$ cat config.mk
export PLATFORM = sky130hd
export DESIGN_NAME = bkms_ctrl
export DESIGN_NICKNAME = d
export VERILOG_FILES = /design/src/bkms_pkg.sv /design/src/bkms_ctrl.sv
export SDC_FILE = /design/constraint.sdc
export NUM_CORES = 1
export LEC_CHECK = 0
export ABC_AREA = 1
export BUFFER_PORTS_ARGS = -buffer_cell sky130_fd_sc_hd__buf_2
export CAP_MARGIN = 10
export CELL_PAD_IN_SITES_DETAIL_PLACEMENT = 0
export CELL_PAD_IN_SITES_GLOBAL_PLACEMENT = 1
export CORE_AREA = 2 2 39 41
export DETAILED_ROUTE_END_ITERATION = 6
export DIE_AREA = 0 0 41 43
export GPL_ROUTABILITY_DRIVEN = 1
export MAX_ROUTING_LAYER = met4
export PLACE_DENSITY_LB_ADDON = 0.1
export SYNTH_ARGS = -nofsm -noshare
export SYNTH_HDL_FRONTEND = slang
export SYNTH_SLANG_ARGS = --single-unit
$ cat constraint.sdc
create_clock -name clk -period 1.9 [get_ports clk]
set_input_delay 0 -clock clk [delete_from_list [all_inputs] [get_ports clk]]
set_output_delay 0 -clock clk [all_outputs]
set_load 0.02 [all_outputs]
$ cat src/bkms_pkg.sv
// shared types, request codes and controller states of the bottom-k minhash sketch
package bkms_pkg;

	localparam int SKETCH_SIZE_DEF = 256;
	localparam int NGRAM_LEN_DEF   = 4;

	localparam logic [1:0] REQ_DATA  = 2'd0;
	localparam logic [1:0] REQ_READ  = 2'd1;
	localparam logic [1:0] REQ_START = 2'd2;

	typedef struct packed {
		logic [1:0] req_type;
		logic [7:0] data_byte;
		logic [7:0] read_index;
	} req_t;

	typedef struct packed {
		logic [31:0] entry_hash;
		logic        entry_valid;
		logic [8:0]  sketch_count;
	} rsp_t;

	typedef enum logic [2:0] {
		ST_IDLE,
		ST_SRCH,
		ST_SRCH_CMP,
		ST_DECIDE,
		ST_SHIFT,
		ST_SH_WR,
		ST_RD_DATA
	} state_t;

	typedef struct packed {
		logic take_byte;
		logic clear;
		logic rd_issue;
		logic srch_rd;
		logic srch_cmp;
		logic sh_init;
		logic sh_rd;
		logic sh_wr;
		logic put;
		logic out_load;
	} cmd_t;

	typedef struct packed {
		logic win_full;
		logic lo_lt_hi;
		logic skip;
		logic idx_gt_lo;
		logic out_free;
	} sts_t;

endpackage

$ cat src/bkms_ctrl.sv
// controller: request decode, binary search, shift and insert sequencing, read return
module bkms_ctrl (
	input  logic           clk,
	input  logic           arst_n,
	input  logic           in_valid,
	output logic           in_ready,
	input  logic [1:0]     req_type,
	input  bkms_pkg::sts_t sts,
	output bkms_pkg::cmd_t cmd
);
	import bkms_pkg::*;

	state_t state_q;
	state_t state_d;
	logic   accept;

	assign in_ready = (state_q == ST_IDLE);
	assign accept   = in_valid && in_ready;

	always_ff @(posedge clk or negedge arst_n) begin
		if (!arst_n) begin
			state_q <= ST_IDLE;
		end else begin
			state_q <= state_d;
		end
	end

	// next state
	always_comb begin
		state_d = state_q;
		unique case (state_q)
			ST_IDLE: begin
				if (accept) begin
					if (req_type == REQ_DATA && sts.win_full) begin
						state_d = ST_SRCH;
					end else if (req_type == REQ_READ) begin
						state_d = ST_RD_DATA;
					end
				end
			end
			ST_SRCH: begin
				state_d = sts.lo_lt_hi ? ST_SRCH_CMP : ST_DECIDE;
			end
			ST_SRCH_CMP: begin
				state_d = ST_SRCH;
			end
			ST_DECIDE: begin
				state_d = sts.skip ? ST_IDLE : ST_SHIFT;
			end
			ST_SHIFT: begin
				state_d = sts.idx_gt_lo ? ST_SH_WR : ST_IDLE;
			end
			ST_SH_WR: begin
				state_d = ST_SHIFT;
			end
			ST_RD_DATA: begin
				if (sts.out_free) begin
					state_d = ST_IDLE;
				end
			end
			default: begin
				state_d = ST_IDLE;
			end
		endcase
	end

	// commands
	always_comb begin
		cmd = '0;
		unique case (state_q)
			ST_IDLE: begin
				cmd.take_byte = accept && (req_type == REQ_DATA);
				cmd.rd_issue  = accept && (req_type == REQ_READ);
				cmd.clear     = accept && (req_type == REQ_START);
			end
			ST_SRCH: begin
				cmd.srch_rd = sts.lo_lt_hi;
			end
			ST_SRCH_CMP: begin
				cmd.srch_cmp = 1'b1;
			end
			ST_DECIDE: begin
				cmd.sh_init = !sts.skip;
			end
			ST_SHIFT: begin
				cmd.sh_rd = sts.idx_gt_lo;
				cmd.put   = !sts.idx_gt_lo;
			end
			ST_SH_WR: begin
				cmd.sh_wr = 1'b1;
			end
			ST_RD_DATA: begin
				cmd.out_load = sts.out_free;
			end
			default: begin
				cmd = '0;
			end
		endcase
	end

endmodule

==> run summary, run 1 <==
Status - complete, no violations
DRC - 0
# port buffers - 20
Fraction of layout cells with a size suffix above 1 - 0.405
Most flop-heavy register - state_q
Post-synth top area share - 0.235
Post-route design area - 475 sq um
Die area - 1760 sq um
Routed vias - 418
Placed Instances - 90
Cells on worst reg2reg path - 8
Hold crit path type - in -> async
Worst Setup Slack, final - 449 ps
Vias/cell - 4.40
Antenna diode count - 0
I/O Pins - 21
Gates resized, CTS repair - 0
Total power divided by cell area - 1350 nW/um^2
Largest registers - state_q x3
Synth warn - 0
Largest net degree at the start of global routing - 10
Fin. max-slew vios - 0
DR pass1 iterations - 4
Critical Path Stages - 6
Fin. Hold Viols - 0
Post-synth EDFFs - 0
Area growth syn-to-layout - 49.0%
Max_slew headroom - 0.845
Count leader, synth - nand2_1
Final nets - 90
Max-cap violation count - 0
Ys flop type - dfrtp_1
Rows - 14
Post-DP Area - 439 sq um
Setup Crit Path Kind - reg -> out
DP Wirelength - 693 um
TNS Setup - 0 ps
Die width - 41 um
Post-route minimum period - 1450 ps
Critical path required time - 1900 ps
Critical-path top delay cell - dfrtp_1
Sink Count - 3
Worst Skew - 0.386 ps
ANT nets after route - 0
#FFs+latches synth - 3
Synth async-reset ratio - 1.00
Total gr overflow - 0
Cts bufs inserted - 3
Tot Pwr - 0.641 mW
Syn Inst Count - 54
Crit path max fanout - 7
CTS tree - done
Top post-synthesis cells by area - dfrtp_1 (24%), nand3_1 (11%), nand2_1 (11%), inv_1 (9.4%), nor2_1 (9.4%)
Crit. End Element - primary output
Mapped Avg Cell Area - 5.91 sq um
Arr. time, crit path - 1450 ps
Setup-failing EPs final - 0
Syn Nets - 64
Crit path max-delay family - flip-flops
Crit path buffers/inverters - 2
WL/cell - 8.65 um
Number of global-route vias before repair - 362
Die Ht - 43 um
Core Util, Final - 0.344
Starting density of the core - 0.231
Synthesized area - 319 sq um
Longest Clk Path Bufs - 2
H-Tree Depth - 1
Yosys top cell by area - dfrtp_1
Fillers - 177
Initial DRC count - 9
Hold_ws - 89.8 ps
Sequential share of the synthesized area - 0.235
Clk slew on worst S/H paths - 40 ps
Synth cell count leaders - nand2_1 (9), inv_1 (8), nor2_1 (8)
Placer Congestion - 0.666
Clock root buffer - clkbuf_4
Total GRT Usage - 0.116
Fin crit share - 0.763
Reg2reg start - state_q[0]$_DFFE_PN0P_
Leak pwr - 0.299 nW
Fmax - 689 MHz
Antenna violations before repair - 0
Reg-to-reg endpoint - state_q[1]$_DFFE_PN0P_
Distinct cells, synth - 16
Critical-path cell list - inv_2 -> nand2_4 -> nor2_4 -> nand2_1 -> nor3_1 -> buf_2
Clock Latency Late Sink - 230 ps
Pre-CTS setup slack - 646 ps
Core ar. - 1380 sq um
Crit-path max cell delay - 450 ps
Drt total wl - 822 um
Flop-to-flop setup slack - 650 ps
Max reg flops - 3
RSZ-0062 raised after global routing - no
Post-Layout Cell Count - 95
Actual slew at the worst max-slew pin - 232 ps
Peak supply drop - 417 uV
First-pass GRT wire length - 1.36 mm
Critical path launch point type - flip-flop
per-layer routing:
layer / routed length, um / up-vias / track usage
met2: 416 / 14 / 0.163
met3: 62 / 0 / 0.0471
met4: 0 / 0 / 0.0600
met1: 343 / 180 / 0.136
li1: - / 224 / -
met5: 0 / - / -
worst max path at each step:
stage                            from                endpoint  slack [ps]
2_1_floorplan  state_q[0]$_DFFE_PN0P_                  cmd[8]         520
3_3_place_gp   state_q[0]$_DFFE_PN0P_  state_q[2]$_DFFE_PN0P_         640
3_5_place_dp   state_q[0]$_DFFE_PN0P_  state_q[2]$_DFFE_PN0P_         650
4_1_cts        state_q[0]$_DFFE_PN0P_                  cmd[9]         420
5_1_grt        state_q[0]$_DFFE_PN0P_                  cmd[9]         270
6_report       state_q[0]$_DFFE_PN0P_                  cmd[8]         450
layout make-up:
type	instances	area, sq um	area share
clock buffers	4	26.3	0.0553
inverters	11	41.3	0.0868
multi-input cells	40	203	0.426
flip-flops and latches	3	75.1	0.158
well taps	16	20.0	0.0421
repair buffers	21	110	0.232
power by group:
part           internal (mW)  leakage, nW  switching (mW)
sequential            0.0894       0.0389          0.0388
clock                 0.0787       0.0150          0.0336
combinational          0.136        0.245           0.264
kinds of logic (layout without fill, tap and decap cells):
logic type	after synthesis	count (layout)	synth area share
DFF	3	3	0.235
and+or+nand+nor	37	37	0.580
buffers and inverters	11	36	0.129
AOI/OAI and AO/OA	3	3	0.0549
cell usage in the layout, fill, tap and decap left out:
cell            n
clkbuf_4        3
nand2_4         1
nor3_1          4
nor2_1          8
nand2_1         9
nor4_1          1
o21ai_1         1
buf_2          20
nor2_4          1
dfrtp_1         3
inv_2           3
dlygate4sd3_1   1
o211ai_1        1
nand2_2         2
o21ai_0         1
nand4_1         2
nor2_2          2
nand3_1         7
clkbuf_1        1
inv_1           8
timing repair:
action                                 CTS  global route
setup buffers                            0             0
hold buffers                             1             0
endpoints found under the hold margin    3             0
Power figures use the tool's default switching activity.
==> run 2, diff against run 1 <==
CORE_AREA = default   (was 2 2 39 41)
CORE_MARGIN = 2   (was default)
CORE_UTILIZATION = 21   (was default)
DIE_AREA = default   (was 0 0 41 43)
clock period = 1.2 ns   (was 1.9 ns; I/O delays follow)
==> run 2 against run 1 <==
The flow now finishes with violations (setup timing). Total power is 100% higher. Combinational power is 140% higher. First-iteration DRC count is 56% lower. Wire length is 15% higher. Register-to-register slack worse by 670 ps. Sequential power is 44% higher. Largest cell class unchanged. Largest power group unchanged. Highest routed layer unchanged.
==> run summary, run 2 (synthesis results as in run 1) <==
Status - finished with violations
Violated checks - setup timing
Max-cap violation count - 0 (unchanged)
Rows - 14 (unchanged)
DR pass1 iterations - 3 (-1)
Fin. Hold Viols - 0 (unchanged)
# port buffers - 20 (unchanged)
Fmax - 811 MHz
Tot Pwr - 1.30 mW (+100%)
Placer Congestion - 0.691 (+3.8%)
Die area - 1850 sq um (+4.8%)
Core Util, Final - 0.409 (+0.0654)
Clk slew on worst S/H paths - 40 ps (about the same)
Total gr overflow - 0 (unchanged)
Peak supply drop - 1100 uV (+160%)
H-Tree Depth - 1 (unchanged)
Die Ht - 43.0 um (about the same)
Setup Crit Path Kind - reg -> out
Critical path launch point type - flip-flop
Antenna diode count - 0 (unchanged)
WL/cell - 9.15 um (+5.7%)
Vias/cell - 4.32 (-1.8%)
Crit path max fanout - 3 (-4)
Fin crit share - 1.03
DRC - 0 (unchanged)
Setup-failing EPs final - 7 (+7)
Antenna violations before repair - 0 (unchanged)
Initial DRC count - 4 (-5)
RSZ-0062 raised after global routing - yes
Max_slew headroom - 0.835 (-0.00989)
Worst Setup Slack, final - -33.2 ps (-483 ps)
Crit path buffers/inverters - 2 (unchanged)
CP most frequent cell - nand2_4
Largest registers - state_q x3
Gate power share - 0.723 (+0.098)
Cell Int Power - 0.680 mW (+120%)
Leak pwr - 0.347 nW (+16%)
Fraction of layout cells with a size suffix above 1 - 0.563 (+0.158)
CTS tree - done
Arr. time, crit path - 1230 ps (-220 ps)
Clock Latency Late Sink - 230 ps (about the same)
Worst Skew - 2.74 ps (+2.36 ps)
I/O Pins - 21 (unchanged)
Fin. max-slew vios - 0 (unchanged)
DP Wirelength - 758 um (+9.4%)
Sw power - 0.623 mW (+85%)
Most flop-heavy register - state_q
Sequential power share - 0.142 (-0.058)
Critical-path top delay cell - dfrtp_1
Net Sw Frac - 0.478 (-0.0476)
Core ar. - 1470 sq um (+6.3%)
Crit-path max cell delay - 370 ps (-80 ps)
Actual slew at the worst max-slew pin - 246 ps (+13.9 ps)
Largest net degree at the start of global routing - 10 (unchanged)
Hold crit path type - in -> async
Crit path max-delay family - simple AND/OR/NAND/NOR gates
Crit. End Element - primary output
Max reg flops - 3 (unchanged)
Most common cell after layout, fill and taps aside - buf_4
Drt total wl - 942 um (+15%)
Total GRT Usage - 0.114 (-0.00189)
Post-route minimum period - 1230 ps
Die width - 43.0 um (+4.8%)
Cts bufs inserted - 3 (unchanged)
Longest Clk Path Bufs - 2 (unchanged)
Area growth syn-to-layout - 88.6%
Clock Power Share - 0.135 (-0.040)
Critical path required time - 1200 ps (-700 ps)
Commonest cells after routing, fill and taps aside - buf_4 (15), buf_2 (12), nand2_1 (8), inv_1 (8), nand3_1 (7)
Total power divided by cell area - 2160 nW/um^2 (+61%)
Critical-path cell list - inv_2 -> nand2_4 -> nor2_4 -> nand2_4 -> nor3_2 -> buf_4
Final nets - 98 (+8.9%)
Starting density of the core - 0.217 (-0.0137)
Clock root buffer - clkbuf_4
ANT nets after route - 0 (unchanged)
Routed vias - 445 (+6.5%)
Sink Count - 3 (unchanged)
Number of global-route vias before repair - 431 (+19%)
First-pass GRT wire length - 1.56 mm (+15%)
==> run 2: power groups by stage <==
stage	clock (mW)	combinational, mW	sequential, mW
floorplan	0	0.493	0.192
global placement	0	0.728	0.186
detailed placement	0	0.725	0.183
CTS	0.182	0.879	0.185
global route	0.194	1.05	0.190
finish	0.176	0.942	0.184
==> run 2: layout make-up <==
class	count	area, sq um
clock buffers	4	26.3
inverters	11	41.3
multi-input cells	40	244
repair buffers	29	194
well taps	16	20.0
flip-flops and latches	3	76.3
fillers	177	870
==> run 2: timing repair <==
action                     4_1_cts  5_1_grt
hold buffers                     1        0
buffers inserted                 4        1
pin swaps                        2        3
setup endpoints to repair        5       12
hold endpoints to repair         3        0
resized for setup               10        8
==> run 2: final timing paths <==
check                                       startpoint                endpoint  slack [ps]  cells after the start
worst max-delay path            state_q[0]$_DFFE_PN0P_                  cmd[9]         -30                      6
worst min-delay path                            arst_n  state_q[1]$_DFFE_PN0P_          90                      2
worst max register to register  state_q[0]$_DFFE_PN0P_  state_q[2]$_DFFE_PN0P_         -20                      9
worst min register to register  state_q[2]$_DFFE_PN0P_  state_q[2]$_DFFE_PN0P_         730                      2
max in group asynchronous                       arst_n  state_q[2]$_DFFE_PN0P_         990                      2
min in group clk                                sts[0]  state_q[2]$_DFFE_PN0P_         160                      4
==> run 2: through the flow <==
stage | hold WS, ps | worst slack (ps) | setup TNS (ps) | cells | cell area, sq um
after detailed placement | -201 | 38.5 | 0 | 93 | 472
after global placement | -204 | 33.7 | 0 | 93 | 472
after global routing | 100 | -117 | -854 | 103 | 602
after floorplan | -296 | -45.0 | -188 | 54 | 329
final | 91.6 | -33.2 | -89.0 | 103 | 602
after CTS | 87.2 | -55.1 | -187 | 102 | 569
==> run 2: routing by layer <==
metal  wire (um)  GRT usage
met5           0          -
met4           0     0.0727
met3          35          0
met2         525      0.200
met1         381      0.127
==> run 3, diff against run 2 <==
CORE_AREA = 2 2 39 41   (was default)
CORE_MARGIN = default   (was 2)
CORE_UTILIZATION = default   (was 21)
DIE_AREA = 0 0 41 43   (was default)
clock period = 1.5 ns   (was 1.2 ns; I/O delays follow)
==> run 3 against run 2 <==
The run now ends clean. Critical path type unchanged. Die area down 4.6%. Wire length is 9.0% lower. Total power down 35%. Cell area is 17% lower. Global-route usage up 0.29 points. Flip-flop and latch count stayed put. Worst setup slack better by 130 ps. Largest power group unchanged.
==> run summary, run 3 (synthesis results as in run 1) <==
Crit. End Element - primary output
Fraction of layout cells with a size suffix above 1 - 0.444 (-0.119)
Hold crit path type - in -> async
Antenna diode count - 0 (unchanged)
Largest registers - state_q x3
Placer Congestion - 0.629 (-9.0%)
Setup-failing EPs final - 0 (-7)
Largest net degree at the start of global routing - 10 (unchanged)
# port buffers - 20 (unchanged)
Fillers - 168 (-5.1%)
Total gr overflow - 0 (unchanged)
Cts bufs inserted - 3 (unchanged)
Die width - 41 um (-4.6%)
Antenna violations before repair - 0 (unchanged)
WL/cell - 8.84 um (-3.4%)
DR pass1 iterations - 4 (+1)
Flop-to-flop setup slack - 300 ps (+320 ps)
Hold_ws - 83.9 ps (-7.70 ps)
Clock Latency Late Sink - 240 ps (about the same)
Fin crit share - 0.937
Post-Layout Cell Count - 97 (-5.8%)
Post-route design area - 497 sq um (-17%)
Fin. Hold Viols - 0 (unchanged)
Tot Pwr - 0.850 mW (-35%)
Initial DRC count - 11 (+7)
Critical path launch point type - flip-flop
Routed vias - 424 (-4.7%)
DRC - 0 (unchanged)
Commonest cells after routing, fill and taps aside - buf_2 (20), nand2_1 (9), nor2_1 (8), inv_1 (8), nand3_1 (7)
Sink Count - 3 (unchanged)
Worst Skew - 8.10 ps (+5.35 ps)
Total GRT Usage - 0.117 (+0.00292)
Setup Crit Path Kind - reg -> out
Leak pwr - 0.308 nW (-11%)
Clock root buffer - clkbuf_4
First-pass GRT wire length - 1.32 mm (-15%)
TNS Setup - 0 ps (+89.0 ps)
Crit path max fanout - 7 (+4)
Longest Clk Path Bufs - 2 (unchanged)
Max-cap violation count - 0 (unchanged)
Reg area - 76.3 sq um (unchanged)
Peak supply drop - 739 uV (-33%)
Vias/cell - 4.37 (+1.2%)
Total power divided by cell area - 1710 nW/um^2 (-21%)
Area of the multi-input gates - 208 sq um (-15%)
Area growth syn-to-layout - 55.7%
Rows - 14 (unchanged)
Arr. time, crit path - 1410 ps (+180 ps)
I/O Pins - 21 (unchanged)
Most common cell after layout, fill and taps aside - buf_2
Actual slew at the worst max-slew pin - 224 ps (-22.1 ps)
Fin. max-slew vios - 0 (unchanged)
RSZ-0062 raised after global routing - yes
Critical path required time - 1500 ps (+300 ps)
Final nets - 92 (-6.1%)
CTS tree - done
Core Util, Final - 0.359 (-0.0501)
Worst Setup Slack, final - 94.4 ps (+128 ps)
Clk slew on worst S/H paths - 40 ps (about the same)
Die area - 1760 sq um (-4.6%)
DP Wirelength - 703 um (-7.3%)
Die Ht - 43 um (about the same)
Core ar. - 1380 sq um (-6.0%)
Fmax - 711 MHz
H-Tree Depth - 1 (unchanged)
Starting density of the core - 0.231 (+0.0137)
Max reg flops - 3 (unchanged)
Placed Instances - 90 (-3.2%)
ANT nets after route - 0 (unchanged)
Drt total wl - 857 um (-9.0%)
Number of global-route vias before repair - 353 (-18%)
Post-DP Area - 439 sq um (-6.9%)
Max_slew headroom - 0.849 (+0.0140)
Pre-CTS setup slack - 270 ps (+232 ps)
Status - complete, no violations
Post-route minimum period - 1410 ps
Most flop-heavy register - state_q
-- run 3: cell types whose count changed in the layout (fill, tap and decap cells not counted), sizes merged --
cell,before,now
buf,28,22
-- run 3: repair_timing --
| item | CTS | global route |
|---|---|---|
| gates resized for setup | 0 | 2 |
| hold buffers | 1 | 0 |
| endpoints found under the setup margin | 0 | 3 |
| hold endpoints to repair | 3 | 0 |
| buffers inserted | 0 | 2 |
-- run 3: report_power, final --
| part | internal [mW] | leakage (nW) | switching (mW) |
|---|---|---|---|
| clock | 0.0999 | 0.0150 | 0.0453 |
| combinational | 0.194 | 0.255 | 0.345 |
| sequential | 0.115 | 0.0375 | 0.0507 |
| total | 0.409 | 0.308 | 0.441 |
-- run 3: layer usage --
metal / GRT usage / routed length (um) / up-vias
met3: 0.0314 / 50 / 0
li1: - / - / 230
met5: - / 0 / -
met2: 0.172 / 434 / 10
met1: 0.130 / 373 / 184
met4: 0.0800 / 0 / 0
-- run 3: final cells by class --
class                      instances  share of cell area
clock buffer                       4              0.0529
inverter                          11              0.0831
multi-input combinational         40               0.418
sequential                         3               0.154
tap                               16              0.0403
timing repair buffer              23               0.252
-- run 3: path summary, 6_finish.rpt --
kind                            cells after the start                      to              startpoint
worst max register to register                      7  state_q[1]$_DFFE_PN0P_  state_q[0]$_DFFE_PN0P_
worst min-delay path                                2  state_q[2]$_DFFE_PN0P_                  arst_n
worst min register to register                      3  state_q[0]$_DFFE_PN0P_  state_q[0]$_DFFE_PN0P_
worst max-delay path                                6                  cmd[8]  state_q[0]$_DFFE_PN0P_
min in group clk                                    5  state_q[0]$_DFFE_PN0P_                in_valid
max in group asynchronous                           2  state_q[0]$_DFFE_PN0P_                  arst_n
-- run 3: worst max-delay path, stage by stage, from the launching register on --
cell,delay [ps]
dfrtp_2,440
inv_2,100
nand2_4,70
nor2_4,140
nand2_1,110
nor3_1,130
buf_2,180
